--- src/rtl/core/sti_pkg.sv ---
`timescale 1ns / 1ps

package sti_pkg;

   // field widths fixed by the item format
   localparam int VALUE_W  = 32;
   localparam int STATUS_W = 2;

   // default table depth
   localparam int CAPACITY_DEF = 64;

   typedef enum logic [0:0] {
      OP_INSERT = 1'b0,
      OP_DELETE = 1'b1
   } op_type;

   typedef enum logic [STATUS_W-1:0] {
      ST_INSERTED  = 2'd0,
      ST_DELETED   = 2'd1,
      ST_NOT_FOUND = 2'd2,
      ST_FULL      = 2'd3
   } status_type;

endpackage

--- src/rtl/core/sti_table_ram.sv ---
`timescale 1ns / 1ps

// single write port, single registered read port
module sti_table_ram #(
   parameter int DEPTH = sti_pkg::CAPACITY_DEF,
   parameter int AW    = $clog2(sti_pkg::CAPACITY_DEF)
) (
   input  logic                         clock,
   input  logic                         we,
   input  logic [AW-1:0]                waddr,
   input  logic [sti_pkg::VALUE_W-1:0]  wdata,
   input  logic                         re,
   input  logic [AW-1:0]                raddr,
   output logic [sti_pkg::VALUE_W-1:0]  rdata
);

   logic [sti_pkg::VALUE_W-1:0] mem [DEPTH];
   logic [sti_pkg::VALUE_W-1:0] rdata_ff;

   always_ff @(posedge clock) begin
      if (we) begin
         mem[waddr] <= wdata;
      end
      if (re) begin
         rdata_ff <= mem[raddr];
      end
   end

   assign rdata = rdata_ff;

endmodule

--- src/rtl/core/sti_ctrl.sv ---
`timescale 1ns / 1ps

// sequencer: scans the table one entry per read, shifting entries as it goes
module sti_ctrl #(
   parameter int CAPACITY = sti_pkg::CAPACITY_DEF,
   parameter int AW       = $clog2(sti_pkg::CAPACITY_DEF),
   parameter int CW       = $clog2(sti_pkg::CAPACITY_DEF + 1)
) (
   input  logic                                clock,
   input  logic                                reset,
   input  logic                                in_valid,
   output logic                                in_ready,
   input  sti_pkg::op_type                     in_op,
   input  logic signed [sti_pkg::VALUE_W-1:0]  in_value,
   output logic                                done_valid,
   input  logic                                done_ready,
   output sti_pkg::status_type                 done_status,
   output logic [CW-1:0]                       done_count,
   output logic                                mem_we,
   output logic [AW-1:0]                       mem_waddr,
   output logic [sti_pkg::VALUE_W-1:0]         mem_wdata,
   output logic                                mem_re,
   output logic [AW-1:0]                       mem_raddr,
   input  logic [sti_pkg::VALUE_W-1:0]         mem_rdata
);

   typedef enum logic [1:0] {
      S_IDLE,
      S_ISSUE,
      S_EVAL,
      S_DONE
   } state_type;

   localparam logic [CW-1:0] CAP = CW'(CAPACITY);

   state_type                          state_ff;
   sti_pkg::op_type                    op_ff;
   logic signed [sti_pkg::VALUE_W-1:0] key_ff;
   logic [CW-1:0]                      idx_ff;
   logic [CW-1:0]                      count_ff;
   logic                               found_ff;
   sti_pkg::status_type                status_ff;

   logic [CW-1:0]                      idx_m1;
   logic signed [sti_pkg::VALUE_W-1:0] rd_value;

   assign idx_m1   = idx_ff - 1'b1;
   assign rd_value = $signed(mem_rdata);

   // memory port control
   always_comb begin
      mem_we    = 1'b0;
      mem_waddr = idx_ff[AW-1:0];
      mem_wdata = key_ff;
      mem_re    = 1'b0;
      mem_raddr = idx_ff[AW-1:0];
      case (state_ff)
         S_ISSUE: begin
            if (op_ff == sti_pkg::OP_INSERT) begin
               if (idx_ff == '0) begin
                  mem_we = 1'b1;
               end else begin
                  mem_re    = 1'b1;
                  mem_raddr = idx_m1[AW-1:0];
               end
            end else if (idx_ff != count_ff) begin
               mem_re = 1'b1;
            end
         end
         S_EVAL: begin
            if (op_ff == sti_pkg::OP_INSERT) begin
               mem_we = 1'b1;
               if (rd_value >= key_ff) begin
                  mem_wdata = mem_rdata;
               end
            end else if (found_ff) begin
               mem_we    = 1'b1;
               mem_waddr = idx_m1[AW-1:0];
               mem_wdata = mem_rdata;
            end
         end
         default: begin
         end
      endcase
   end

   always_ff @(posedge clock) begin
      if (reset) begin
         state_ff <= S_IDLE;
         count_ff <= '0;
      end else begin
         case (state_ff)
            S_IDLE: begin
               if (in_valid) begin
                  op_ff    <= in_op;
                  key_ff   <= in_value;
                  found_ff <= 1'b0;
                  if (in_op == sti_pkg::OP_INSERT && count_ff == CAP) begin
                     status_ff <= sti_pkg::ST_FULL;
                     state_ff  <= S_DONE;
                  end else begin
                     // insert walks down from the end, delete walks up from 0
                     idx_ff   <= (in_op == sti_pkg::OP_INSERT) ? count_ff : '0;
                     state_ff <= S_ISSUE;
                  end
               end
            end
            S_ISSUE: begin
               if (op_ff == sti_pkg::OP_INSERT) begin
                  if (idx_ff == '0) begin
                     count_ff  <= count_ff + 1'b1;
                     status_ff <= sti_pkg::ST_INSERTED;
                     state_ff  <= S_DONE;
                  end else begin
                     state_ff <= S_EVAL;
                  end
               end else if (idx_ff == count_ff) begin
                  if (found_ff) begin
                     count_ff  <= count_ff - 1'b1;
                     status_ff <= sti_pkg::ST_DELETED;
                  end else begin
                     status_ff <= sti_pkg::ST_NOT_FOUND;
                  end
                  state_ff <= S_DONE;
               end else begin
                  state_ff <= S_EVAL;
               end
            end
            S_EVAL: begin
               if (op_ff == sti_pkg::OP_INSERT) begin
                  if (rd_value >= key_ff) begin
                     idx_ff   <= idx_m1;
                     state_ff <= S_ISSUE;
                  end else begin
                     count_ff  <= count_ff + 1'b1;
                     status_ff <= sti_pkg::ST_INSERTED;
                     state_ff  <= S_DONE;
                  end
               end else if (found_ff || rd_value < key_ff) begin
                  idx_ff   <= idx_ff + 1'b1;
                  state_ff <= S_ISSUE;
               end else if (rd_value == key_ff) begin
                  found_ff <= 1'b1;
                  idx_ff   <= idx_ff + 1'b1;
                  state_ff <= S_ISSUE;
               end else begin
                  status_ff <= sti_pkg::ST_NOT_FOUND;
                  state_ff  <= S_DONE;
               end
            end
            S_DONE: begin
               if (done_ready) begin
                  state_ff <= S_IDLE;
               end
            end
            default: begin
               state_ff <= S_IDLE;
            end
         endcase
      end
   end

   assign in_ready    = (state_ff == S_IDLE);
   assign done_valid  = (state_ff == S_DONE);
   assign done_status = status_ff;
   assign done_count  = count_ff;

`ifndef NO_ASSERTIONS
   a_count_bound: assert property (@(posedge clock) disable iff (reset)
      count_ff <= CAP)
      else $error("entry count above capacity");

   a_write_in_range: assert property (@(posedge clock) disable iff (reset)
      mem_we |-> ({1'b0, mem_waddr} < (AW+1)'(CAPACITY)))
      else $error("table write beyond capacity");

   a_eval_after_issue: assert property (@(posedge clock) disable iff (reset)
      (state_ff == S_EVAL) |-> ($past(state_ff) == S_ISSUE))
      else $error("evaluate without a read issued");

   a_count_step: assert property (@(posedge clock) disable iff (reset)
      $past(!reset) |-> (count_ff == $past(count_ff)
                         || count_ff == $past(count_ff) + 1'b1
                         || count_ff == $past(count_ff) - 1'b1))
      else $error("entry count moved by more than one");
`endif

endmodule

--- src/rtl/core/sorted_table_insert_delete_unit.sv ---
`timescale 1ns / 1ps
// timing: a full-table insert goes straight to the response without touching the table; insert
// and delete scan one entry at a time, a read in the issue state, then a compare in the eval state
// throughput: one item at a time
// reset: synchronous, clears entry count and handshake state; table contents are kept
// and never read before written, so no clearing pass is run
module sorted_table_insert_delete_unit #(
   parameter int CAPACITY = sti_pkg::CAPACITY_DEF,
   localparam int AW = $clog2(CAPACITY),
   localparam int CW = $clog2(CAPACITY + 1),
   localparam int DW = ((sti_pkg::STATUS_W + CW + 7) / 8) * 8
) (
   input  logic                         clock,
   input  logic                         reset,
   // request channel
   input  logic                         req_tvalid,
   output logic                         req_tready,
   input  logic [sti_pkg::VALUE_W-1:0]  req_tdata,   // value
   input  logic [0:0]                   req_tuser,   // opcode
   // response channel
   output logic                         rsp_tvalid,
   input  logic                         rsp_tready,
   output logic [DW-1:0]                rsp_tdata    // status, entry_count, zero pad
);

   logic                        done_valid;
   logic                        done_ready;
   sti_pkg::status_type         done_status;
   logic [CW-1:0]               done_count;

   logic                        mem_we;
   logic [AW-1:0]               mem_waddr;
   logic [sti_pkg::VALUE_W-1:0] mem_wdata;
   logic                        mem_re;
   logic [AW-1:0]               mem_raddr;
   logic [sti_pkg::VALUE_W-1:0] mem_rdata;

   // output register: lets the sequencer take the next item while a response waits
   logic                        rsp_valid_ff;
   logic                        rsp_valid_in;
   logic [DW-1:0]               rsp_data_ff;
   logic [DW-1:0]               rsp_data_in;

   sti_ctrl #(
      .CAPACITY (CAPACITY),
      .AW       (AW),
      .CW       (CW)
   ) u_ctrl (
      .clock       (clock),
      .reset       (reset),
      .in_valid    (req_tvalid),
      .in_ready    (req_tready),
      .in_op       (sti_pkg::op_type'(req_tuser)),
      .in_value    ($signed(req_tdata)),
      .done_valid  (done_valid),
      .done_ready  (done_ready),
      .done_status (done_status),
      .done_count  (done_count),
      .mem_we      (mem_we),
      .mem_waddr   (mem_waddr),
      .mem_wdata   (mem_wdata),
      .mem_re      (mem_re),
      .mem_raddr   (mem_raddr),
      .mem_rdata   (mem_rdata)
   );

   sti_table_ram #(
      .DEPTH (CAPACITY),
      .AW    (AW)
   ) u_table (
      .clock (clock),
      .we    (mem_we),
      .waddr (mem_waddr),
      .wdata (mem_wdata),
      .re    (mem_re),
      .raddr (mem_raddr),
      .rdata (mem_rdata)
   );

   // register is free when empty or being drained this cycle
   assign done_ready = !rsp_valid_ff || rsp_tready;

   always_comb begin
      rsp_valid_in = rsp_valid_ff;
      rsp_data_in  = rsp_data_ff;
      if (done_ready) begin
         rsp_valid_in = done_valid;
         // status in the low bits, count above, zero pad on top
         rsp_data_in  = DW'({done_count, done_status});
      end
   end

   always_ff @(posedge clock) begin
      if (reset) begin
         rsp_valid_ff <= 1'b0;
      end else begin
         rsp_valid_ff <= rsp_valid_in;
      end
      rsp_data_ff <= rsp_data_in;
   end

   assign rsp_tvalid = rsp_valid_ff;
   assign rsp_tdata  = rsp_data_ff;

endmodule
--- config.mk ---
export PLATFORM = sky130hd
export DESIGN_NAME = sorted_table_insert_delete_unit
export DESIGN_NICKNAME = d
export VERILOG_FILES = /design/src/rtl/core/sti_pkg.sv /design/src/rtl/core/sti_table_ram.sv /design/src/rtl/core/sti_ctrl.sv /design/src/rtl/core/sorted_table_insert_delete_unit.sv
export SDC_FILE = /design/constraint.sdc
export NUM_CORES = 2
export LEC_CHECK = 0
export CELL_PAD_IN_SITES_DETAIL_PLACEMENT = 1
export CELL_PAD_IN_SITES_GLOBAL_PLACEMENT = 1
export CORE_ASPECT_RATIO = 0.6
export CORE_MARGIN = 2
export CORE_UTILIZATION = 30
export DETAILED_ROUTE_END_ITERATION = 10
export DONT_BUFFER_PORTS = 1
export HOLD_SLACK_MARGIN = 0.12
export MAX_ROUTING_LAYER = met4
export PLACE_DENSITY_LB_ADDON = 0.12
export SYNTH_ARGS = -nofsm -noshare
export SYNTH_HDL_FRONTEND = slang
export SYNTH_HIERARCHICAL = 1
export SYNTH_SLANG_ARGS = --single-unit
--- constraint.sdc ---
create_clock -name clock -period 7.4 [get_ports clock]
set_input_delay 1.85 -clock clock [delete_from_list [all_inputs] [get_ports clock]]
set_output_delay 1.85 -clock clock [all_outputs]
set_load 0.02 [all_outputs]
==> metrics <==
Hold Buf Count CTS 0; Vias/cell just over 5; minimum clock period 5750 ps; Slew Limit Fails 0; Post-layout nets 4041; Primary FF master, synth edfxtp_1; fill cell count 26570; Syn Std Cell Area between 80000 and 90000 um^2; delay of the slowest cell on the worst path 650 ps; R2R Path End u_table/rdata[6]; total wire length 261000 um; PD cells about 350 nW/um^2; Critical Path AT 6320 ps; layout cells sized above 1 between 20% and 30%; Max-slew headroom 14.2%; Worst Setup Path Type reg2reg; #FFs+latches synth 2142; DR vias ~41000; initial antenna violation count 31; Critical Path End Type register; CTS tree yes; Final Hold Vio Count 0; CORE AREA around 280000 um^2; RSZ-0062 raised after global routing false; Num CTS Buffers about 210; Worst Setup Start Kind register; CP Launch Point u_ctrl/idx_ff[0]; I/O Buffers 0; Seq/Total Area, Yosys just under 80%; Die Span X between 600 and 700 um; slowest CP cell o22ai_1; Setup Viol. Count Final 0; global-route wire length before repair between 300000 and 400000 um; commonest non-fill, non-tap cell in the layout edfxtp_1; initial core utilization a little under a third; Async SR Flop Fraction 0%; FMAX approximately 0.17 GHz; Reg clk slew, reported paths 70 ps; Avg Inst Size Synth 22.1 um^2; crit path max fanout 50; CTS Sinks 2142; fin util 34.8%; measured slew at the worst slew-check pin between 1000 and 1500 ps; Worst R2R Start u_ctrl/idx_ff[0]; Chip Height between 400 and 500 um; CTS H-tree lvls 4; Max Clock Skew 51.9 ps; row count between 100 and 150; Area growth, synth to finish 15.1%; number of setup buffers added after CTS 0; EDFF count, synth about 2100; CTS root buf clkbuf_16; setup_tns 0 ps; cell count of the worst reg-to-reg path 13; CP endpoint u_table/rdata[6]; Lkg Pwr approximately 29 nW; routed length per instance 33.3 um; Period Utilization, post-route 77.8%; crit-path cells inv_1 > ha_1 > or4b_1 > nor3_1 > nor2_1 > xnor2_2 > buf_4 > buf_4 > buf_12 > mux4_2 > mux4_2 > o22ai_1 > nor2_1; Final HPWL DP approximately 160000 um; max-cap violations 0; clk buf depth 4; Total GRT Usage between 10% and 20%; Yosys warning count 6; global route overflow 0; DRC viols 0; status finished, final reports clean; gpl congestion between 0.7 and 0.8; WP data required around 8000 ps; maximum number of pins on one net before global-route repair 96; Iter 0 DRT Violations approximately 4600; register-to-register path setup slack approximately 1600 ps; clk_lat worst skew about 900 ps; most frequent cells in the layout edfxtp_1, mux4_2, clkbuf_16; IO Pins 55; Final ANT Viol Nets 0; DR pass1 iterations 5; Die Area ~280000 um^2; maximum VDD drop just over 0.2 mV; Yosys cell types 66; min-delay worst type reg2reg; Mapped Cells roughly 3800; total of cells resized after clock tree synthesis 0; vias in the first global route 41520
==> synth_stat cells, drive strengths merged (5+ instances only) <==
| cell type | number | area, um^2 |
|---|---|---|
| nor3 | 18 | 90.1 |
| ha | 41 | 513 |
| nand4 | 14 | 87.6 |
| clkbuf | 96 | 360 |
| o21ai | 20 | 100 |
| xnor2 | 7 | 61.3 |
| nor2 | 164 | 616 |
| nand3b | 7 | 52.6 |
| edfxtp | 2132 | 64000 |
| a41o | 5 | 50.1 |
| mux2 | 42 | 473 |
| and3 | 5 | 31.3 |
| nor2b | 27 | 169 |
| or2 | 5 | 31.3 |
| o22ai | 86 | 538 |
| a21oi | 87 | 450 |
| nand2 | 57 | 214 |
| mux2i | 95 | 951 |
| or3 | 6 | 37.5 |
| buf | 113 | 688 |
| dfxtp | 10 | 200 |
| o221ai | 27 | 236 |
| inv | 44 | 165 |
| a22oi | 12 | 90.1 |
| xor2 | 13 | 114 |
| mux4 | 544 | 12300 |
| nand2b | 16 | 108 |
| nor4 | 5 | 31.3 |
| a311oi | 8 | 70.1 |
| or3b | 6 | 52.6 |
| nand3 | 11 | 55.1 |
==> per-layer routing <==
layer / vias up / GRT usage (%) / routed length (um)
met3: 288 / 3.75 / 15800
met5: - / - / 0
met4: 0 / 3.24 / 4250
met1: 22873 / 29.4 / 133000
met2: 1127 / 25.7 / 108000
li1: 16288 / - / -
==> registers in the layout (all words and copies together) (netlist names) <==
name,cells
u_ctrl/idx_ff,7
u_table/mem,2048
u_table/rdata,32
u_ctrl/op_ff,1
rsp_tvalid,1
rsp_tdata,9
u_ctrl/key_ff,32
u_ctrl/found_ff,1
u_ctrl/done_status,2
u_ctrl/state_ff,2
u_ctrl/done_count,7
==> worst min-delay path by stage <==
stage                                from           end  depth (start not counted)
floorplan           u_ctrl/done_status[0]  rsp_tdata[0]                          0
global placement    u_ctrl/done_status[1]  rsp_tdata[1]                          0
detailed placement  u_ctrl/done_status[1]  rsp_tdata[1]                          0
CTS                 u_ctrl/done_status[1]  rsp_tdata[1]                          0
global route        u_ctrl/done_status[1]  rsp_tdata[1]                          0
finish              u_ctrl/done_status[1]  rsp_tdata[1]                          0
==> worst max-delay path: cells and delay by family (launching register included) <==
family	cells	cell delay (ps)
multiplexers	2	1080
XOR/XNOR	1	310
adder cells (fa/ha/maj)	1	280
AO/OA/AOI/OAI	1	650
AND/OR/NAND/NOR	4	1340
flip-flops	1	500
buffers and inverters	4	1210
==> layout make-up <==
cell class / count / area (um^2) / share of cell area (%)
Inverter: 44 / 166 / 0.174
Tap cell: 3699 / 4630 / 4.83
Timing Repair Buffer: 189 / 1640 / 1.72
Sequential cell: 2142 / 64200 / 67.0
Clock inverter: 132 / 1290 / 1.35
Antenna cell: 14 / 35.0 / 0.0366
Clock buffer: 242 / 5460 / 5.70
Multi-Input combinational cell: 1377 / 18400 / 19.2
==> power by group <==
| part | leakage [nW] | switching (mW) | total, mW | internal [mW] |
|---|---|---|---|---|
| Sequential | 19.3 | 0.225 | 14.6 | 14.4 |
| Clock | 3.29 | 4.73 | 10.9 | 6.16 |
| Combinational | 6.84 | 4.78 | 7.84 | 3.06 |
| Total | 29.4 | 9.74 | 33.4 | 23.6 |
==> per-stage QoR <==
step | instances | power, mW | worst slack (ps) | hold WS (ps) | cell area (um^2)
final | 7839 | 33.4 | 1650 | 435 | 95800
after global routing | 7831 | 34.7 | 1310 | 447 | 95800
after CTS | 7825 | 33.9 | 1510 | 439 | 95800
after detailed placement | 7451 | 22.9 | 1530 | 424 | 89000
after global placement | 7451 | 22.9 | 1540 | 420 | 89000
after floorplan | 3772 | 19.8 | 2340 | 400 | 83300
==> kinds of logic (layout without fill, tap and decap cells) <==
kind of cell               after synthesis  count (layout)  share of synthesized area [%]
DFF                                   2142            2142                           77.1
xor gates and xnor gates                20              20                          0.210
muxes                                  681             681                           16.4
AOI/OAI and AO/OA                      273             273                           2.12
other                                    1              21                        0.00450
buffers and inverters                  253             607                           1.46
adders and majority gates               41              41                          0.616
and+or+nand+nor                        355             355                           2.03
(Power assumes the default switching activity.)
